`config.mk`:
```
export PLATFORM = sky130hd
export DESIGN_NAME = gbla_back
export DESIGN_NICKNAME = d
export VERILOG_FILES = /design/src/hdl/gbla_pkg.sv /design/src/hdl/gbla_back.sv
export VERILOG_INCLUDE_DIRS = /design/src /design/src/hdl
export SDC_FILE = /design/constraint.sdc
export NUM_CORES = 2
export LEC_CHECK = 0
export ABC_AREA = 1
export BUFFER_PORTS_ARGS = -buffer_cell sky130_fd_sc_hd__buf_2
export CAP_MARGIN = 5
export CORE_UTILIZATION = 53
export DETAILED_ROUTE_END_ITERATION = 8
export PLACE_DENSITY = 0.7
export SLEW_MARGIN = 5
export SYNTH_ARGS = -nofsm -noshare
export SYNTH_HDL_FRONTEND = slang
export SYNTH_SLANG_ARGS = --single-unit
```
`constraint.sdc`:
```
create_clock -name clk -period 19.58 [get_ports clk]
set_clock_uncertainty 0.1 [all_clocks]
set_input_delay 2.937 -clock clk [delete_from_list [all_inputs] [get_ports clk]]
set_output_delay 2.937 -clock clk [all_outputs]
set_load 0.05 [all_outputs]
```
`src/hdl/goertzel_band_level_analyzer_defines.svh`:
```
// assertion helpers, clocked on clk and quiet while arst_n is low
`ifndef GOERTZEL_BAND_LEVEL_ANALYZER_DEFINES_SVH
`define GOERTZEL_BAND_LEVEL_ANALYZER_DEFINES_SVH
`ifndef SYNTHESIS
`define GBLA_ASSERT(lbl, prop) \
	lbl: assert property (@(posedge clk) disable iff (!arst_n) prop) \
		else $error("gbla assertion failed");
`define GBLA_ASSERT_NOW(lbl, expr) \
	lbl: assert property (@(posedge clk) disable iff (!arst_n) (expr)) \
		else $error("gbla invariant failed");
`else
`define GBLA_ASSERT(lbl, prop)
`define GBLA_ASSERT_NOW(lbl, expr)
`endif
`endif

```
`src/hdl/gbla_pkg.sv`:
```
package gbla_pkg;

	localparam int SAMPLE_W   = 16;
	localparam int RES_W      = 40;
	localparam int T_W        = 29;
	localparam int COEF_W     = 18;
	localparam int BAND_IDX_W = 5;
	localparam int LEVEL_W    = 16;
	localparam int GAIN_W     = 16;
	localparam int KEEP_W     = 17;
	localparam int N_W        = 13;
	localparam int CFG_ADDR_W = 1;
	localparam int FIFO_DEPTH = 4;
	localparam int FIFO_AW    = 2;
	localparam int TAB_LEN    = 18;
	localparam logic [KEEP_W-1:0] KEEP_ONE = 17'd65536;
	localparam logic [GAIN_W-1:0] GAIN_RESET = 16'd2816;
	localparam logic [KEEP_W-1:0] KEEP_RESET = 17'd52429;

	typedef enum logic [CFG_ADDR_W-1:0] {
		REG_GAIN       = 1'b0,
		REG_DECAY_KEEP = 1'b1
	} cfg_reg_t;

	// one band's final resonator pair, handed from front to back
	typedef struct packed {
		logic signed [T_W-1:0]  t1;
		logic signed [T_W-1:0]  t2;
		logic [N_W-1:0]         n;
		logic [BAND_IDX_W-1:0]  band;
		logic                   last;
	} band_job_t;

	// 2*cos(2*pi*f/16000) in Q2.16, log-spaced 80 Hz .. 6 kHz
	localparam logic signed [COEF_W-1:0] COEF_TAB [TAB_LEN] = '{
		18'sd131007, 18'sd130965, 18'sd130893, 18'sd130775, 18'sd130579,
		18'sd130253, 18'sd129712, 18'sd128814, 18'sd127327, 18'sd124868,
		18'sd120818, 18'sd114176, 18'sd103401, 18'sd86195,  18'sd59476,
		18'sd19975,  -18'sd33308, -18'sd92682
	};

	function automatic logic signed [COEF_W-1:0] coef_of(input logic [BAND_IDX_W-1:0] b);
		if (b < BAND_IDX_W'(TAB_LEN)) begin
			return COEF_TAB[b];
		end
		return COEF_TAB[TAB_LEN-1];
	endfunction

	// round half up after dropping 12 bits
	function automatic logic signed [T_W-1:0] to_t(input logic signed [RES_W-1:0] v);
		logic signed [RES_W:0] tmp;
		tmp = (RES_W+1)'(v) + (RES_W+1)'(2048);
		return tmp[RES_W:12];
	endfunction

endpackage

```
`src/hdl/gbla_back.sv`:
```
`include "goertzel_band_level_analyzer_defines.svh"

module gbla_back import gbla_pkg::*; #(
	parameter int BANDS = 18
) (
	input  logic              clk,
	input  logic              arst_n,
	input  logic              job_valid,
	input  band_job_t         job,
	output logic              job_ready,
	input  logic [GAIN_W-1:0] gain,
	input  logic [KEEP_W-1:0] keep,
	output logic              m_tvalid,
	input  logic              m_tready,
	output logic [23:0]       m_tdata,   // [4:0] band_index, [20:5] level, rest zero
	output logic              m_tlast    // last_band
);

	localparam int BW = (BANDS > 1) ? $clog2(BANDS) : 1;

	typedef enum logic [4:0] {
		B_IDLE, B_SQ1, B_SQ2, B_PR, B_P, B_PLO, B_PHI, B_PSUM, B_E, B_SQRT,
		B_GAIN, B_NUM, B_DCHK, B_DIV, B_SM0, B_SM1, B_SM2, B_OUT
	} bstate_t;

	bstate_t                  state_q;
	logic signed [T_W-1:0]    t1_q, t2_q;
	logic [N_W-1:0]           n_q;
	logic [BAND_IDX_W-1:0]    band_q;
	logic                     last_q;
	logic signed [65:0]       prod_q;
	logic signed [57:0]       acc_q, sub_q;
	logic signed [RES_W-1:0]  p_q;
	logic [61:0]              sx_q, res_q, bit_q;
	logic [42:0]              num_q;
	logic [N_W-1:0]           rem_q;
	logic [15:0]              dq_q;
	logic [3:0]               cnt_q;
	logic [LEVEL_W-1:0]       v_q, nl_q;
	logic [LEVEL_W-1:0]       lvl_q [BANDS];
	logic                     m_valid_q;
	logic [LEVEL_W-1:0]       m_level_q;
	logic [BAND_IDX_W-1:0]    m_band_q;
	logic                     m_last_q;

	logic signed [32:0]       mul_a, mul_b;
	logic signed [COEF_W-1:0] c;
	logic [KEEP_W-1:0]        keep_eff;
	logic [KEEP_W-1:0]        keep_rest;
	logic [LEVEL_W-1:0]       prev;
	logic signed [65:0]       prnd;
	logic signed [57:0]       e;
	logic [61:0]              trial;
	logic [48:0]              num;
	logic [N_W:0]             r2;
	logic [57:0]              blend;

	assign c         = coef_of(band_q);
	assign keep_eff  = (keep > KEEP_ONE) ? KEEP_ONE : keep;
	assign keep_rest = KEEP_ONE - keep_eff;
	assign prev      = lvl_q[band_q[BW-1:0]];
	assign prnd      = prod_q + 66'sd32768;
	assign e         = acc_q - sub_q;
	assign trial     = res_q + bit_q;
	assign num       = {prod_q[47:0], 1'b0} + {31'd0, n_q, 5'd0};
	assign r2        = {rem_q, dq_q[15]};
	assign blend     = 58'(sub_q) + 58'(prod_q) + 58'd32768;

	// one shared multiplier, operands picked by step
	always_comb begin
		mul_a = '0;
		mul_b = '0;
		case (state_q)
			B_SQ1: begin
				mul_a = 33'(t1_q);
				mul_b = 33'(t1_q);
			end
			B_SQ2: begin
				mul_a = 33'(t2_q);
				mul_b = 33'(t2_q);
			end
			B_PR: begin
				mul_a = 33'(t1_q);
				mul_b = 33'(t2_q);
			end
			B_PLO: begin
				mul_a = $signed({13'd0, p_q[19:0]});
				mul_b = 33'(c);
			end
			B_PHI: begin
				mul_a = 33'($signed(p_q[39:20]));
				mul_b = 33'(c);
			end
			B_GAIN: begin
				mul_a = $signed({2'd0, res_q[30:0]});
				mul_b = $signed({17'd0, gain});
			end
			B_SM0: begin
				mul_a = $signed({17'd0, prev});
				mul_b = $signed({16'd0, keep_eff});
			end
			B_SM1: begin
				mul_a = $signed({17'd0, v_q});
				mul_b = $signed({16'd0, keep_rest});
			end
			default: begin
				mul_a = '0;
				mul_b = '0;
			end
		endcase
	end

	assign job_ready = (state_q == B_IDLE);
	assign m_tvalid  = m_valid_q;
	assign m_tdata   = {3'd0, m_level_q, m_band_q};
	assign m_tlast   = m_last_q;

	always_ff @(posedge clk) begin
		prod_q <= mul_a * mul_b;
	end

	always_ff @(posedge clk or negedge arst_n) begin
		if (!arst_n) begin
			state_q   <= B_IDLE;
			m_valid_q <= 1'b0;
			for (int i = 0; i < BANDS; i++) begin
				lvl_q[i] <= '0;
			end
		end else begin
			if (m_tready && state_q != B_OUT) begin
				m_valid_q <= 1'b0;
			end
			case (state_q)
				B_IDLE: begin
					if (job_valid) begin
						t1_q    <= job.t1;
						t2_q    <= job.t2;
						n_q     <= job.n;
						band_q  <= job.band;
						last_q  <= job.last;
						state_q <= B_SQ1;
					end
				end
				B_SQ1: state_q <= B_SQ2;
				B_SQ2: begin
					acc_q   <= 58'(prod_q);
					state_q <= B_PR;
				end
				B_PR: begin
					acc_q   <= acc_q + 58'(prod_q);
					state_q <= B_P;
				end
				B_P: begin
					p_q     <= prnd[55:16];
					state_q <= B_PLO;
				end
				B_PLO: state_q <= B_PHI;
				B_PHI: begin
					sub_q   <= 58'(prod_q);
					state_q <= B_PSUM;
				end
				B_PSUM: begin
					sub_q   <= sub_q + (58'(prod_q) <<< 20);
					state_q <= B_E;
				end
				B_E: begin
					// negative energy clamps to zero
					sx_q    <= e[57] ? '0 : {1'b0, e[56:0], 4'd0};
					res_q   <= '0;
					bit_q   <= 62'd1 << 60;
					state_q <= B_SQRT;
				end
				B_SQRT: begin
					if (sx_q >= trial) begin
						sx_q  <= sx_q - trial;
						res_q <= (res_q >> 1) + bit_q;
					end else begin
						res_q <= res_q >> 1;
					end
					bit_q <= bit_q >> 2;
					if (bit_q[0]) begin
						state_q <= B_GAIN;
					end
				end
				B_GAIN: state_q <= B_NUM;
				B_NUM: begin
					num_q   <= num[48:6];
					state_q <= B_DCHK;
				end
				B_DCHK: begin
					if (num_q[42:16] >= 27'(n_q)) begin
						v_q     <= '1;
						state_q <= B_SM0;
					end else begin
						rem_q   <= num_q[28:16];
						dq_q    <= num_q[15:0];
						cnt_q   <= '0;
						state_q <= B_DIV;
					end
				end
				B_DIV: begin
					if (r2 >= {1'b0, n_q}) begin
						rem_q <= N_W'(r2 - {1'b0, n_q});
						dq_q  <= {dq_q[14:0], 1'b1};
					end else begin
						rem_q <= r2[N_W-1:0];
						dq_q  <= {dq_q[14:0], 1'b0};
					end
					cnt_q <= cnt_q + 4'd1;
					if (cnt_q == 4'd15) begin
						state_q <= B_SM0;
					end
				end
				B_SM0: begin
					if (state_q == B_SM0 && v_q > prev) begin
						nl_q    <= v_q;
						state_q <= B_OUT;
					end else begin
						state_q <= B_SM1;
					end
				end
				B_SM1: begin
					sub_q   <= 58'(prod_q);
					state_q <= B_SM2;
				end
				B_SM2: begin
					nl_q    <= blend[31:16];
					state_q <= B_OUT;
				end
				B_OUT: begin
					if (!m_valid_q || m_tready) begin
						m_valid_q              <= 1'b1;
						m_level_q              <= nl_q;
						m_band_q               <= band_q;
						m_last_q               <= last_q;
						lvl_q[band_q[BW-1:0]]  <= nl_q;
						state_q                <= B_IDLE;
					end
				end
				default: state_q <= B_IDLE;
			endcase
			// quotient bits land in v once the last division step is done
			if (state_q == B_DIV && cnt_q == 4'd15) begin
				v_q <= {dq_q[14:0], (r2 >= {1'b0, n_q})};
			end
		end
	end

	`GBLA_ASSERT(a_back_band_range, m_valid_q |-> (m_band_q < BAND_IDX_W'(BANDS)))
	`GBLA_ASSERT(a_back_last_is_top, (m_valid_q && m_last_q) |-> (m_band_q == BAND_IDX_W'(BANDS - 1)))
	`GBLA_ASSERT(a_back_rem_below_n, (state_q == B_DIV) |-> (rem_q < n_q))

endmodule

```
==> results.json <==
{
  "status": "complete, no violations",
  "critPathRequiredTime_ns": 20.11,
  "synth_top_area_cell": "fa_1",
  "cts.clk_slew.worst_paths_ns": 0.06,
  "drive_gt1_share_pct": 5.003,
  "io_pins": 141,
  "htree_levels": 3,
  "totalWireLength_um": 420800,
  "die_h_um": 431.5,
  "cts.sinks": 870,
  "finalNetCount": 14300,
  "vias": 92750,
  "crit_arrival_ns": 12.84,
  "synth_common_cells": "nand2_1, inv_1, nor2_1",
  "rsz0062_at_grt": "no",
  "postRouteAntennaNets": 0,
  "grt_usage_pct": 44.90,
  "slowest_stage": "fa_1",
  "gp_congestion": 1.075,
  "grt_pass1_wl_um": 609100,
  "syn_to_final_growth_pct": 6.879,
  "path_common_cell": "nand2_1",
  "num_rows": 157,
  "dieArea_um2": 186200,
  "relSlewSlack_pct": 11.42,
  "cp-end-kind": "flip-flop",
  "whs_ns": 0.3359,
  "synthCells": 12560,
  "regArea_um2": 24070,
  "synth_top_area_share_pct": 21.19,
  "cts_buffer_depth": 3,
  "drt_first_pass_iters": 8,
  "layout_setup_ws_ns": 7.272,
  "cp-start-kind": "input pin",
  "floorplan.initialDensity_pct": 53.40,
  "synthTopCellsByArea": "fa_1, edfxtp_1, nand2_1, inv_1, ha_1",
  "synth_edf_count": 518,
  "core_um2": 183100,
  "max_freq_mhz": 81.25,
  "postSynthAreaPerCell_um2": 7.782,
  "numCtsBuffers": 102,
  "period_needed_ns": 12.31,
  "cts_tree": "built",
  "die_x_um": 431.5,
  "max_stage_delay_ns": 0.64,
  "cts_resized": 0,
  "dp_hpwl_um": 338000,
  "clk_latency_ns": 0.81,
  "antenna_found_initial": 23,
  "portBuffers": 137,
  "nFillCells": 16890,
  "viasPerCell": 6.139,
  "slew_violations": 0,
  "synth_flop_cell": "edfxtp_1",
  "synthDistinctLibCells": 76,
  "seq_area_frac_synth_pct": 24.62,
  "hold_class": "reg2reg",
  "hold_buffers": 0,
  "ys_ff_latch": 870,
  "synthArstFlopShare_pct": 33.79,
  "cts_setup_buffers": 0,
  "multi_input_area_um2": 63500,
  "worst_pin_slew_ns": 1.325,
  "dr.first_iter.drc_count": 11470,
  "setup_viol": 0,
  "path_max_fanout": 22,
  "yosysMostFrequentCell": "nand2_1",
  "syn_area_um2": 97760,
  "grt_max_degree": 92,
  "dpl_worst_slack_ns": 6.763,
  "drv_cap": 0,
  "overflow": 0,
  "grt_pass1_vias": 91950,
  "wl_per_cell_um": 27.85,
  "ys.warnings.count": 0,
  "ctsRootBufferMaster": "clkbuf_16",
  "final-hold-violation-count": 0,
  "period_share_pct": 62.86,
  "critPathKind": "in2reg",
  "setup-tns-final_ns": 0,
  "detail_route.drc_violations": 0
}
path summary, 6_finish.rpt:
| kind | start | to | slack [ns] | cells after the start |
|---|---|---|---|---|
| worst min register to register | last_q | m_tlast | 0.34 | 0 |
| worst max register to register | band_q[2] | prod_q[39] | 7.87 | 38 |
| max in group asynchronous | arst_n | lvl_q[173] | 15.87 | 2 |
| min in group asynchronous | arst_n | lvl_q[236] | 1.99 | 1 |
| worst min-delay path | last_q | m_tlast | 0.34 | 0 |
| worst max-delay path | keep[8] | prod_q[48] | 7.27 | 38 |
logic make-up (layout without fill, tap and decap cells):
logic type,count (synthesis),in the layout,share of synthesized area (%)
buf+inv,2684,2751,10.59
compound gates,2232,2232,12.75
flops,870,870,24.62
other cells,1,16,0.003836
simple gates,4802,4802,20.10
fa+ha+maj,1639,1639,28.93
xor+xnor,335,335,3.001
metal layers:
metal	part of all wire, %	routed length (um)	track usage (%)	vias to the layer above
met5	0.038	161	0.02602	-
met4	7.3	30920	26.69	18
met3	12	51390	12.68	1444
met2	43	180500	67.84	6269
met1	38	157900	57.32	44930
li1	-	-	-	40090
registers in the layout (all words and copies together) (netlist names):
signal,flops
nl_q,16
band_q,5
m_tlast,1
lvl_q,288
rem_q,13
last_q,1
n_q,13
sub_q,58
m_band_q,5
num_q,43
m_tvalid,1
state_q,5
prod_q,58
m_level_q,16
acc_q,58
v_q,16
p_q,40
sx_q,62
t1_q,29
bit_q,31
cnt_q,4
res_q,62
t2_q,29
dq_q,16
cells in the final DEF, fill, tap and decap left out, types with 20 or more instances in the layout:
master / synthesis / layout
a211oi_1: 21 / 21
a21o_1: 63 / 63
a21oi_1: 674 / 671
a221oi_1: 24 / 23
a31oi_1: 88 / 88
buf_2: 131 / 136
buf_4: 22 / 128
clkbuf_16: 0 / 104
dfrtp_1: 294 / 294
dfxtp_1: 58 / 58
edfxtp_1: 518 / 518
fa_1: 1035 / 1035
ha_1: 604 / 604
inv_1: 2252 / 2250
inv_2: 36 / 36
nand2_1: 2566 / 2564
nand2_2: 18 / 20
nand3_1: 443 / 442
nand4_1: 117 / 117
nor2_1: 1366 / 1357
nor2_2: 17 / 21
nor3_1: 113 / 108
nor4_1: 45 / 42
o211ai_1: 58 / 58
o21ai_0: 1010 / 1010
o21ai_1: 42 / 42
o21bai_1: 57 / 57
o221ai_1: 36 / 35
o22ai_1: 54 / 54
or2_2: 58 / 58
xnor2_1: 119 / 119
xor2_1: 216 / 216
critical path: cells and delay by family:
kind | cells | cell delay (ns)
simple gates | 16 | 3.08
compound gates | 3 | 0.56
fa+ha+maj | 10 | 4.84
buf+inv | 9 | 1.36
final cells by class:
type	instances	share of cell area (%)
inverter	2293	8.240
timing repair buffer	265	1.585
multi-input combinational	9011	60.77
clock inverter	58	0.6155
tap	2464	2.951
clock buffer	135	2.765
sequential	870	23.04
antenna	13	0.03113
metrics by stage:
step                util (%)  area (um2)  instances
finish                 57.07      104500      15110
CTS                    57.05      104500      15100
global placement       55.12      100900      14900
detailed placement     55.12      100900      14900
floorplan                  -       97770      12570
global route           57.05      104500      15100
Power is not shown: default switching activity piles up to over one toggle a cycle in this logic, so the estimate is an artifact.
