$ cat src/hdl/goertzel_band_level_analyzer_defines.svh
// assertion helpers, clocked on clk and quiet while arst_n is low
`ifndef GOERTZEL_BAND_LEVEL_ANALYZER_DEFINES_SVH
`define GOERTZEL_BAND_LEVEL_ANALYZER_DEFINES_SVH
`ifndef SYNTHESIS
`define GBLA_ASSERT(lbl, prop) \
	lbl: assert property (@(posedge clk) disable iff (!arst_n) prop) \
		else $error("gbla assertion failed");
`define GBLA_ASSERT_NOW(lbl, expr) \
	lbl: assert property (@(posedge clk) disable iff (!arst_n) (expr)) \
		else $error("gbla invariant failed");
`else
`define GBLA_ASSERT(lbl, prop)
`define GBLA_ASSERT_NOW(lbl, expr)
`endif
`endif

$ cat src/hdl/gbla_pkg.sv
package gbla_pkg;

	localparam int SAMPLE_W   = 16;
	localparam int RES_W      = 40;
	localparam int T_W        = 29;
	localparam int COEF_W     = 18;
	localparam int BAND_IDX_W = 5;
	localparam int LEVEL_W    = 16;
	localparam int GAIN_W     = 16;
	localparam int KEEP_W     = 17;
	localparam int N_W        = 13;
	localparam int CFG_ADDR_W = 1;
	localparam int FIFO_DEPTH = 4;
	localparam int FIFO_AW    = 2;
	localparam int TAB_LEN    = 18;
	localparam logic [KEEP_W-1:0] KEEP_ONE = 17'd65536;
	localparam logic [GAIN_W-1:0] GAIN_RESET = 16'd2816;
	localparam logic [KEEP_W-1:0] KEEP_RESET = 17'd52429;

	typedef enum logic [CFG_ADDR_W-1:0] {
		REG_GAIN       = 1'b0,
		REG_DECAY_KEEP = 1'b1
	} cfg_reg_t;

	// one band's final resonator pair, handed from front to back
	typedef struct packed {
		logic signed [T_W-1:0]  t1;
		logic signed [T_W-1:0]  t2;
		logic [N_W-1:0]         n;
		logic [BAND_IDX_W-1:0]  band;
		logic                   last;
	} band_job_t;

	// 2*cos(2*pi*f/16000) in Q2.16, log-spaced 80 Hz .. 6 kHz
	localparam logic signed [COEF_W-1:0] COEF_TAB [TAB_LEN] = '{
		18'sd131007, 18'sd130965, 18'sd130893, 18'sd130775, 18'sd130579,
		18'sd130253, 18'sd129712, 18'sd128814, 18'sd127327, 18'sd124868,
		18'sd120818, 18'sd114176, 18'sd103401, 18'sd86195,  18'sd59476,
		18'sd19975,  -18'sd33308, -18'sd92682
	};

	function automatic logic signed [COEF_W-1:0] coef_of(input logic [BAND_IDX_W-1:0] b);
		if (b < BAND_IDX_W'(TAB_LEN)) begin
			return COEF_TAB[b];
		end
		return COEF_TAB[TAB_LEN-1];
	endfunction

	// round half up after dropping 12 bits
	function automatic logic signed [T_W-1:0] to_t(input logic signed [RES_W-1:0] v);
		logic signed [RES_W:0] tmp;
		tmp = (RES_W+1)'(v) + (RES_W+1)'(2048);
		return tmp[RES_W:12];
	endfunction

endpackage

$ cat src/hdl/gbla_fifo.sv
`include "goertzel_band_level_analyzer_defines.svh"

module gbla_fifo import gbla_pkg::*; (
	input  logic      clk,
	input  logic      arst_n,
	input  logic      push_valid,
	input  band_job_t push_data,
	output logic      push_ready,
	output logic      pop_valid,
	output band_job_t pop_data,
	input  logic      pop_ready
);

	band_job_t          mem_q [FIFO_DEPTH];
	logic [FIFO_AW-1:0] wr_q, rd_q;
	logic [FIFO_AW:0]   count_q;
	logic               push, pop;

	assign push_ready = (count_q != (FIFO_AW+1)'(FIFO_DEPTH));
	assign pop_valid  = (count_q != '0);
	assign pop_data   = mem_q[rd_q];
	assign push       = push_valid && push_ready;
	assign pop        = pop_valid && pop_ready;

	always_ff @(posedge clk) begin
		if (push) begin
			mem_q[wr_q] <= push_data;
		end
	end

	always_ff @(posedge clk or negedge arst_n) begin
		if (!arst_n) begin
			wr_q    <= '0;
			rd_q    <= '0;
			count_q <= '0;
		end else begin
			if (push) begin
				wr_q <= wr_q + FIFO_AW'(1);
			end
			if (pop) begin
				rd_q <= rd_q + FIFO_AW'(1);
			end
			count_q <= count_q + (FIFO_AW+1)'(push) - (FIFO_AW+1)'(pop);
		end
	end

	`GBLA_ASSERT_NOW(a_fifo_count_bound, count_q <= (FIFO_AW+1)'(FIFO_DEPTH))
	`GBLA_ASSERT_NOW(a_fifo_ptr_agree, (count_q == '0) ? (wr_q == rd_q) : 1'b1)

endmodule

$ cat config.mk
export PLATFORM = sky130hd
export DESIGN_NAME = gbla_fifo
export DESIGN_NICKNAME = d
export VERILOG_FILES = /design/src/hdl/gbla_pkg.sv /design/src/hdl/gbla_fifo.sv
export VERILOG_INCLUDE_DIRS = /design/src /design/src/hdl
export SDC_FILE = /design/constraint.sdc
export NUM_CORES = 1
export LEC_CHECK = 0
export BUFFER_PORTS_ARGS = -buffer_cell sky130_fd_sc_hd__buf_2
export CAP_MARGIN = 10
export CORE_MARGIN = 4
export CORE_UTILIZATION = 55
export DETAILED_ROUTE_END_ITERATION = 8
export PLACE_DENSITY_LB_ADDON = 0.15
export SYNTH_ARGS = -nofsm -noshare
export SYNTH_HDL_FRONTEND = slang
export SYNTH_SLANG_ARGS = --single-unit
$ cat constraint.sdc
create_clock -name clk -period 5.09 [get_ports clk]
set_clock_uncertainty 0.15 [all_clocks]
set_input_delay 0.7635 -clock clk [delete_from_list [all_inputs] [get_ports clk]]
set_output_delay 0.7635 -clock clk [all_outputs]
set_load 0.02 [all_outputs]
==> results of run 1 <==
registers in the layout, indices dropped and copies added (netlist names):
signal   flops
count_q      3
wr_q         2
mem_q      308
rd_q         2
cell usage in the layout (no fill, tap or decap), drive strengths merged, types with 2 or more instances in the layout:
| cell type | instances |
|---|---|
| and3b | 4 |
| buf | 164 |
| clkbuf | 40 |
| clkinv | 13 |
| dfrtp | 7 |
| edfxtp | 308 |
| ha | 6 |
| inv | 7 |
| mux4 | 77 |
| nand2b | 4 |
| nand4bb | 2 |
| o211ai | 2 |
| xnor2 | 3 |
stage by stage:
stage / util (%) / hold WS [ns] / area [um2] / worst slack, ns
6_report: 66.2 / 0.283 / 13600 / 1.47
5_1_grt: 66.2 / 0.258 / 13600 / 1.23
4_1_cts: 66.2 / 0.256 / 13600 / 1.35
3_5_place_dp: 61.7 / 0.464 / 12600 / 1.94
3_3_place_gp: 61.7 / 0.415 / 12600 / 1.95
2_1_floorplan: - / 0.318 / 11600 / 1.87
final timing paths:
path | from | endpoint | slack [ns] | depth (start not counted)
setup / recovery | rd_q[0] | pop_data[45] | 1.47 | 3
hold / removal | push_data[36] | mem_q[1][36] | 0.28 | 1
setup reg to reg | count_q[1] | count_q[2] | 2.30 | 9
hold reg to reg | count_q[0] | count_q[0] | 0.47 | 1
max in group asynchronous | arst_n | rd_q[1] | 4.16 | 2
min in group asynchronous | arst_n | wr_q[1] | 0.44 | 2
worst max-delay path, cell delays in order, from the launching register on:
cell     delay [ns]
dfrtp_4        0.95
buf_12         0.40
mux4_2         0.57
buf_2          0.18
metal layers:
metal	routed length (um)	GRT usage [%]	share of wire [%]
met5	21	0	0.10
met4	405	3.95	2.0
met3	1260	4.33	6.3
met2	10400	29.6	52
met1	8040	23.0	40
cell usage after synthesis:
| cell | count |
|---|---|
| and3b_1 | 4 |
| buf_12 | 2 |
| buf_2 | 7 |
| buf_4 | 4 |
| buf_6 | 1 |
| clkbuf_1 | 4 |
| dfrtp_1 | 7 |
| edfxtp_1 | 308 |
| fa_1 | 1 |
| ha_1 | 6 |
| inv_1 | 6 |
| mux4_2 | 77 |
| nand2_1 | 1 |
| nand2b_1 | 4 |
| nand4bb_1 | 2 |
| nor3b_1 | 1 |
| o211ai_1 | 2 |
| o311ai_0 | 1 |
| o31a_1 | 1 |
| or3_1 | 1 |
| xnor2_1 | 3 |
| xor2_1 | 1 |
area by class of cell:
class	count	share of cell area (%)
Sequential cell	315	69.5
Multi-Input combinational cell	105	14.8
Timing Repair Buffer	165	6.31
Clock buffer	40	5.96
Tap cell	270	2.49
Clock inverter	16	0.747
Inverter	6	0.166
Antenna cell	1	0.0184
power by group:
| group | switching (mW) | total [mW] | internal (mW) |
|---|---|---|---|
| clock network | 0.864 | 2.03 | 1.16 |
| registers | 0.356 | 3.78 | 3.43 |
| logic | 1.32 | 2.37 | 1.05 |
cell families (layout without fill, tap and decap cells):
group,after synthesis,after routing,synth area share [%]
DFF,315,315,81.4
muxes,77,77,15.0
buffers and inverters,24,227,1.33
and+or+nand+nor,13,13,0.865
adders and majority gates,7,7,0.822
AOI/OAI and AO/OA,4,4,0.281
xor gates and xnor gates,4,4,0.303
other,0,1,0
==> impl_metrics.env, run 1 <==
export IMPL_status="complete, no violations"
export IMPL_end_kind="output pin"
export IMPL_cts_tree="built"
export IMPL_antenna_found_initial=2
export IMPL_multi_input_area_um2=2010
export IMPL_viasPerCell=5.67
export IMPL_die_h_um=153
export IMPL_insertion_delay_ns=0.54
export IMPL_grt_first_pass_wirelength_um=31700
export IMPL_drive_above_1_share_pct=44.2
export IMPL_path_max_fanout=40
export IMPL_vias=5202
export IMPL_ant_nets=0
export IMPL_synth_cells=444
export IMPL_cts_setup_buffers=0
export IMPL_leakage_nw=4.62
export IMPL_numCtsBuffers=31
export IMPL_cts_htree_levels=1
export IMPL_nets=712
export IMPL_grt_max_degree=79
export IMPL_ctsResizeCount=0
export IMPL_dpl_hpwl_um=11700
export IMPL_clk_pin_slew_ns=0.06
export IMPL_gr_total_overflow=0
export IMPL_syn_area_um2=11600
export IMPL_n_fill_cell=1354
export IMPL_yosys_top_cells_area="edfxtp_1 80%, mux4_2 15%, dfrtp_1 1.5%"
export IMPL_wire_per_inst_um=21.9
export IMPL_synth_yosys_warnings=0
export IMPL_portBuffers=159
export IMPL_first_pass_iters=4
export IMPL_crit_arrival_ns=2.71
export IMPL_rsz0062_at_grt="false"
export IMPL_ios=160
export IMPL_ys_types=22
export IMPL_drc_errors=0
export IMPL_hold_viol=0
export IMPL_drt_wl_total_um=20100
export IMPL_cts_root_buf="clkbuf_16"
export IMPL_start_util_pct=56.5
export IMPL_p_per_area_nw_per_um2=602
export IMPL_yosysSeqAreaShare_pct=81.4
export IMPL_slew_headroom_pct=18.4
export IMPL_synth_top_cell_by_area="edfxtp_1"
export IMPL_tightest_slew_ns=1.22
export IMPL_finalCriticalPeriod_ns=3.62
export IMPL_cts_hold_buffers=1
export IMPL_gp_congestion=0.736
export IMPL_avgSynthCellArea_um2=26.1
export IMPL_seq_area_um2=9430
export IMPL_synth_top_area_share_pct=79.9
export IMPL_period_share_pct=71.1
export IMPL_totalPowerFinal_mw=8.18
export IMPL_critPathKind="flip-flop to output pin"
export IMPL_die_area_um2=23400
export IMPL_fmax_mhz=276
export IMPL_stdcell_count=918
export IMPL_tns_ns=0
export IMPL_synth_fp_nets=532
export IMPL_crit_required_ns=4.18
export IMPL_area_delta_synth_final_pct=17.3
export IMPL_hp_class="input pin to flip-flop"
export IMPL_dp_cells=860
export IMPL_ir_worst_vdd_v=0.000423
export IMPL_yosys_register_bits=315
export IMPL_grt_pass1_vias=5670
export IMPL_slew_viol_final=0
export IMPL_start_kind="flip-flop"
export IMPL_die_w_um=153
export IMPL_setup_viol=0
export IMPL_clkSinkCount=315
export IMPL_core_um2=20500
export IMPL_grt_usage_pct=17.4
export IMPL_drt_iter0_markers=254
export IMPL_clk_path_buf_depth=3
export IMPL_num_rows=52
export IMPL_maxCapViolations=0
Note: power is estimated with default switching activity, not from simulation.
==> run 2, diff against run 1 <==
Settings changed: CORE_UTILIZATION 55 to 51.
Clock period 5.09 ns to 3.1 ns, I/O delays scaled along.
==> impl_metrics.env, run 2 (synthesis results as in run 1) <==
export IMPL_status="complete, no violations"
export IMPL_start_util_pct=52.4
export IMPL_path_max_fanout=33
export IMPL_die_w_um=159
export IMPL_setup_viol=0
export IMPL_grt_max_degree=53
export IMPL_leakage_nw=4.80
export IMPL_nets=724
export IMPL_crit_required_ns=2.48
export IMPL_die_area_um2=25200
export IMPL_dp_cells=879
export IMPL_p_per_area_nw_per_um2=1020
export IMPL_cp_cell_sequence="buf_12 -> mux4_2 -> buf_2"
export IMPL_grt_pass1_vias=5697
export IMPL_stdcell_count=942
export IMPL_path_delay_family="flip-flops"
export IMPL_maxCapViolations=0
export IMPL_portBuffers=159
export IMPL_hold_viol=0
export IMPL_cts_setup_buffers=0
export IMPL_critPathKind="flip-flop to output pin"
export IMPL_most_common_layout_cells="308 x edfxtp_1, 159 x buf_2, 77 x mux4_2, 37 x clkbuf_16, 9 x buf_12"
export IMPL_slowest_stage="dfrtp_4"
export IMPL_ir_worst_vdd_v=0.000549
export IMPL_cpPeakStageDelay_ns=0.69
export IMPL_start_kind="flip-flop"
export IMPL_layout_commonest_cell="edfxtp_1"
export IMPL_slew_headroom_pct=49.7
export IMPL_hp_class="input pin to flip-flop"
export IMPL_cts_root_buf="clkbuf_16"
export IMPL_cts_htree_levels=2
export IMPL_numCtsBuffers=34
export IMPL_area_delta_synth_final_pct=20.6
export IMPL_rsz0062_at_grt="false"
export IMPL_first_pass_iters=7
export IMPL_cts_tree="built"
export IMPL_viasPerCell=5.64
export IMPL_hold_ws_ns=0.0280
export IMPL_antenna_found_initial=3
export IMPL_seq_area_um2=9430
export IMPL_clkSinkCount=315
export IMPL_reg_largest_list="mem_q x308, count_q x3"
export IMPL_n_fill_cell=1476
export IMPL_num_rows=54
export IMPL_insertion_delay_ns=0.49
export IMPL_grt_first_pass_wirelength_um=32900
export IMPL_drive_above_1_share_pct=45.9
export IMPL_largest_reg_flops=308
export IMPL_fmax_mhz=342
export IMPL_slew_viol_final=0
export IMPL_tns_ns=0
export IMPL_grt_usage_pct=17.6
export IMPL_crit_arrival_ns=2.31
export IMPL_gr_total_overflow=0
export IMPL_end_kind="output pin"
export IMPL_ant_nets=0
export IMPL_drt_iter0_markers=313
export IMPL_wire_per_inst_um=23.1
export IMPL_clk_pin_slew_ns=0.06
export IMPL_drc_errors=0
export IMPL_tightest_slew_ns=0.752
export IMPL_drt_wl_total_um=21800
export IMPL_die_h_um=159
export IMPL_finalCriticalPeriod_ns=2.93
export IMPL_final_core_util_pct=63.2
export IMPL_regMostFlops="mem_q"
export IMPL_clk_path_buf_depth=3
export IMPL_dpl_hpwl_um=13300
export IMPL_ios=160
export IMPL_core_um2=22100
export IMPL_gp_congestion=0.780
export IMPL_period_share_pct=94.4
export IMPL_crit_buf_inv=2
export IMPL_vias=5312
export IMPL_multi_input_area_um2=2010
run 2: path summary, 6_finish.rpt:
kind                         startpoint            to  slack, ns  cells past startpoint
setup reg to reg             count_q[1]    count_q[2]       0.32                      9
hold reg to reg                 wr_q[1]       wr_q[1]       0.48                      2
max in group asynchronous        arst_n       rd_q[1]       2.43                      2
setup / recovery                rd_q[0]  pop_data[22]       0.17                      3
hold / removal             push_data[9]   mem_q[3][9]       0.03                      1
min in group asynchronous        arst_n    count_q[1]       0.18                      2
run 2: per-stage QoR:
| stage | total power [mW] | setup WS (ns) | instance area (um2) |
|---|---|---|---|
| 2_1_floorplan | 8.98 | 0.671 | 11600 |
| 3_3_place_gp | 10.4 | 0.488 | 12800 |
| 3_5_place_dp | 10.5 | 0.359 | 12800 |
| 4_1_cts | 14.5 | 0.114 | 14000 |
| 5_1_grt | 15.0 | 0.0228 | 14000 |
| 6_report | 14.3 | 0.174 | 14000 |
run 2: report_power, final:
group	switching, mW	internal, mW
combinational	2.50	1.84
sequential	0.372	5.61
clock	1.54	2.42
run 2: final cells by class:
type	instances	area share, %
clock buffer	43	6.80
inverter	6	0.161
timing repair buffer	174	7.33
antenna	2	0.0359
sequential	315	67.6
tap	280	2.51
multi-input combinational	105	14.4
clock inverter	17	1.17
run 2: routing by layer:
metal,global-route usage (%),up-vias,share of wire (%)
met5,0,-,0.16
met4,5.77,4,2.5
met3,4.13,42,6.0
met2,28.4,174,50
met1,24.3,2791,42
li1,-,2301,-
run 2: timing repair:
action                    in CTS  in global routing
resized for setup              0                  0
hold endpoints to repair       7                  0
hold buffers                   1                  0
==> run 3, diff against run 2 <==
Settings changed: BUFFER_PORTS_ARGS -buffer_cell sky130_fd_sc_hd__buf_2 to default, CORE_UTILIZATION 51 to 55, DONT_BUFFER_PORTS from default to 1, GPL_ROUTABILITY_DRIVEN from default to 0.
==> impl_metrics.env, run 3 (synthesis results as in run 1) <==
export IMPL_seq_power_share_pct=46.0
export IMPL_grt_pass1_vias=5297
export IMPL_start_kind="flip-flop"
export IMPL_period_share_pct=90.3
export IMPL_seq_area_um2=9430
export IMPL_n_fill_cell=1288
export IMPL_maxCapViolations=0
export IMPL_wire_per_inst_um=23.5
export IMPL_crit_required_ns=2.48
export IMPL_cts_htree_levels=1
export IMPL_critPathKind="flip-flop to output pin"
export IMPL_ios=160
export IMPL_grt_max_degree=66
export IMPL_finalCriticalPeriod_ns=2.80
export IMPL_insertion_delay_ns=0.54
export IMPL_layout_commonest_cell="edfxtp_1"
export IMPL_viasPerCell=5.72
export IMPL_start_util_pct=56.5
export IMPL_die_w_um=153
export IMPL_most_common_layout_cells="308 x edfxtp_1, 80 x dlygate4sd3_1, 77 x mux4_2, 31 x clkbuf_16, 8 x buf_12"
export IMPL_p_sw_mw=4.09
export IMPL_cts_root_buf="clkbuf_16"
export IMPL_power_internal_mw=8.90
export IMPL_die_area_um2=23400
export IMPL_core_um2=20500
export IMPL_multi_input_area_um2=2010
export IMPL_finalWorstSetupSlack_ns=0.300
export IMPL_slew_viol_final=0
export IMPL_fmax_mhz=357
export IMPL_grt_first_pass_wirelength_um=31100
export IMPL_first_pass_iters=4
export IMPL_portBuffers=0
export IMPL_clk_pin_slew_ns=0.05
export IMPL_min_delay_path_depth=2
export IMPL_post_place_ws_ns=0.677
export IMPL_tns_ns=0
export IMPL_reg_largest_list="mem_q x308, count_q x3"
export IMPL_drive_above_1_share_pct=23.7
export IMPL_clk_path_buf_depth=3
export IMPL_nets=637
export IMPL_worstRegToRegCells=10
export IMPL_crit_buf_inv=1
export IMPL_cp_cell_sequence="buf_12 -> mux4_2"
export IMPL_leakage_nw=4.37
export IMPL_hold_viol=0
export IMPL_ctsResizeCount=0
export IMPL_setup_viol=0
export IMPL_largest_reg_flops=308
export IMPL_cp_depth=2
export IMPL_dpl_hpwl_um=11400
export IMPL_p_per_area_nw_per_um2=950
export IMPL_num_rows=52
export IMPL_drt_iter0_markers=213
export IMPL_area_delta_synth_final_pct=18.1
export IMPL_pwr_share_comb_pct=29.0
export IMPL_clkSinkCount=315
export IMPL_rsz0062_at_grt="false"
export IMPL_ant_nets=0
export IMPL_path_delay_family="flip-flops"
export IMPL_tightest_slew_ns=0.444
export IMPL_regMostFlops="mem_q"
export IMPL_final_core_util_pct=66.7
export IMPL_rrSetupSlack_ns=0.68
export IMPL_numCtsBuffers=31
export IMPL_antenna_found_initial=1
export IMPL_drc_errors=0
export IMPL_vias=4807
export IMPL_gr_total_overflow=0
export IMPL_hp_class="input pin to flip-flop"
export IMPL_status="complete, no violations"
export IMPL_cpPeakStageDelay_ns=0.71
export IMPL_clkPwrFrac_pct=25.0
export IMPL_die_h_um=153
export IMPL_cts_hold_buffers=80
export IMPL_slew_headroom_pct=70.4
export IMPL_cts_setup_buffers=0
export IMPL_cts_tree="built"
export IMPL_swShare_pct=31.5
export IMPL_drt_wl_total_um=19700
export IMPL_diodes=0
export IMPL_crit_arrival_ns=2.19
export IMPL_grt_usage_pct=17.1
export IMPL_ir_worst_vdd_v=0.000661
export IMPL_slowest_stage="dfrtp_4"
export IMPL_end_kind="output pin"
export IMPL_path_max_fanout=24
run 3: worst reg2reg max path, delay by kind of cell (launching register included):
family | cells | cell delay [ns]
buffers and inverters | 3 | 0.29
and+or+nand+nor | 2 | 0.35
adders and majority gates | 3 | 0.76
DFF | 1 | 0.47
xor gates and xnor gates | 2 | 0.29
run 3: path summary, 6_finish.rpt:
kind | startpoint | end
setup / recovery | rd_q[0] | pop_data[39]
hold / removal | pop_ready | rd_q[0]
setup reg to reg | count_q[1] | count_q[2]
hold reg to reg | wr_q[1] | wr_q[1]
max in group asynchronous | arst_n | rd_q[1]
min in group asynchronous | arst_n | count_q[1]
run 3: power groups by stage:
stage               clock network, mW  logic, mW  registers [mW]
global placement                    0       3.75            6.03
global route                     3.53       4.02            6.06
CTS                              3.33       3.90            6.00
detailed placement                  0       3.76            6.09
finish                           3.25       3.76            5.98
floorplan                           0       3.13            5.85
run 3: final cells by class:
type,count,share of cell area [%]
Sequential cell,315,69.0
Inverter,6,0.165
Clock inverter,17,0.677
Multi-Input combinational cell,105,14.7
Clock buffer,37,5.84
Tap cell,270,2.47
Timing Repair Buffer,90,7.14
run 3: routing by layer:
layer | up-vias | GRT usage [%] | part of all wire [%]
met2 | 132 | 29.1 | 52
met5 | - | 0 | 0.061
met4 | 2 | 4.54 | 2.6
met3 | 38 | 4.30 | 5.8
met1 | 2512 | 22.4 | 39
li1 | 2123 | - | -
run 3: stage by stage:
stage	cell area [um2]	instances	power [mW]	hold WS (ns)
after CTS	13700	840	13.2	0.0325
after detailed placement	12000	706	9.85	0.0196
final	13700	840	13.0	0.0628
after floorplan	11600	444	8.98	0.0194
after global placement	12000	706	9.78	0.0197
after global routing	13700	840	13.6	0.0471
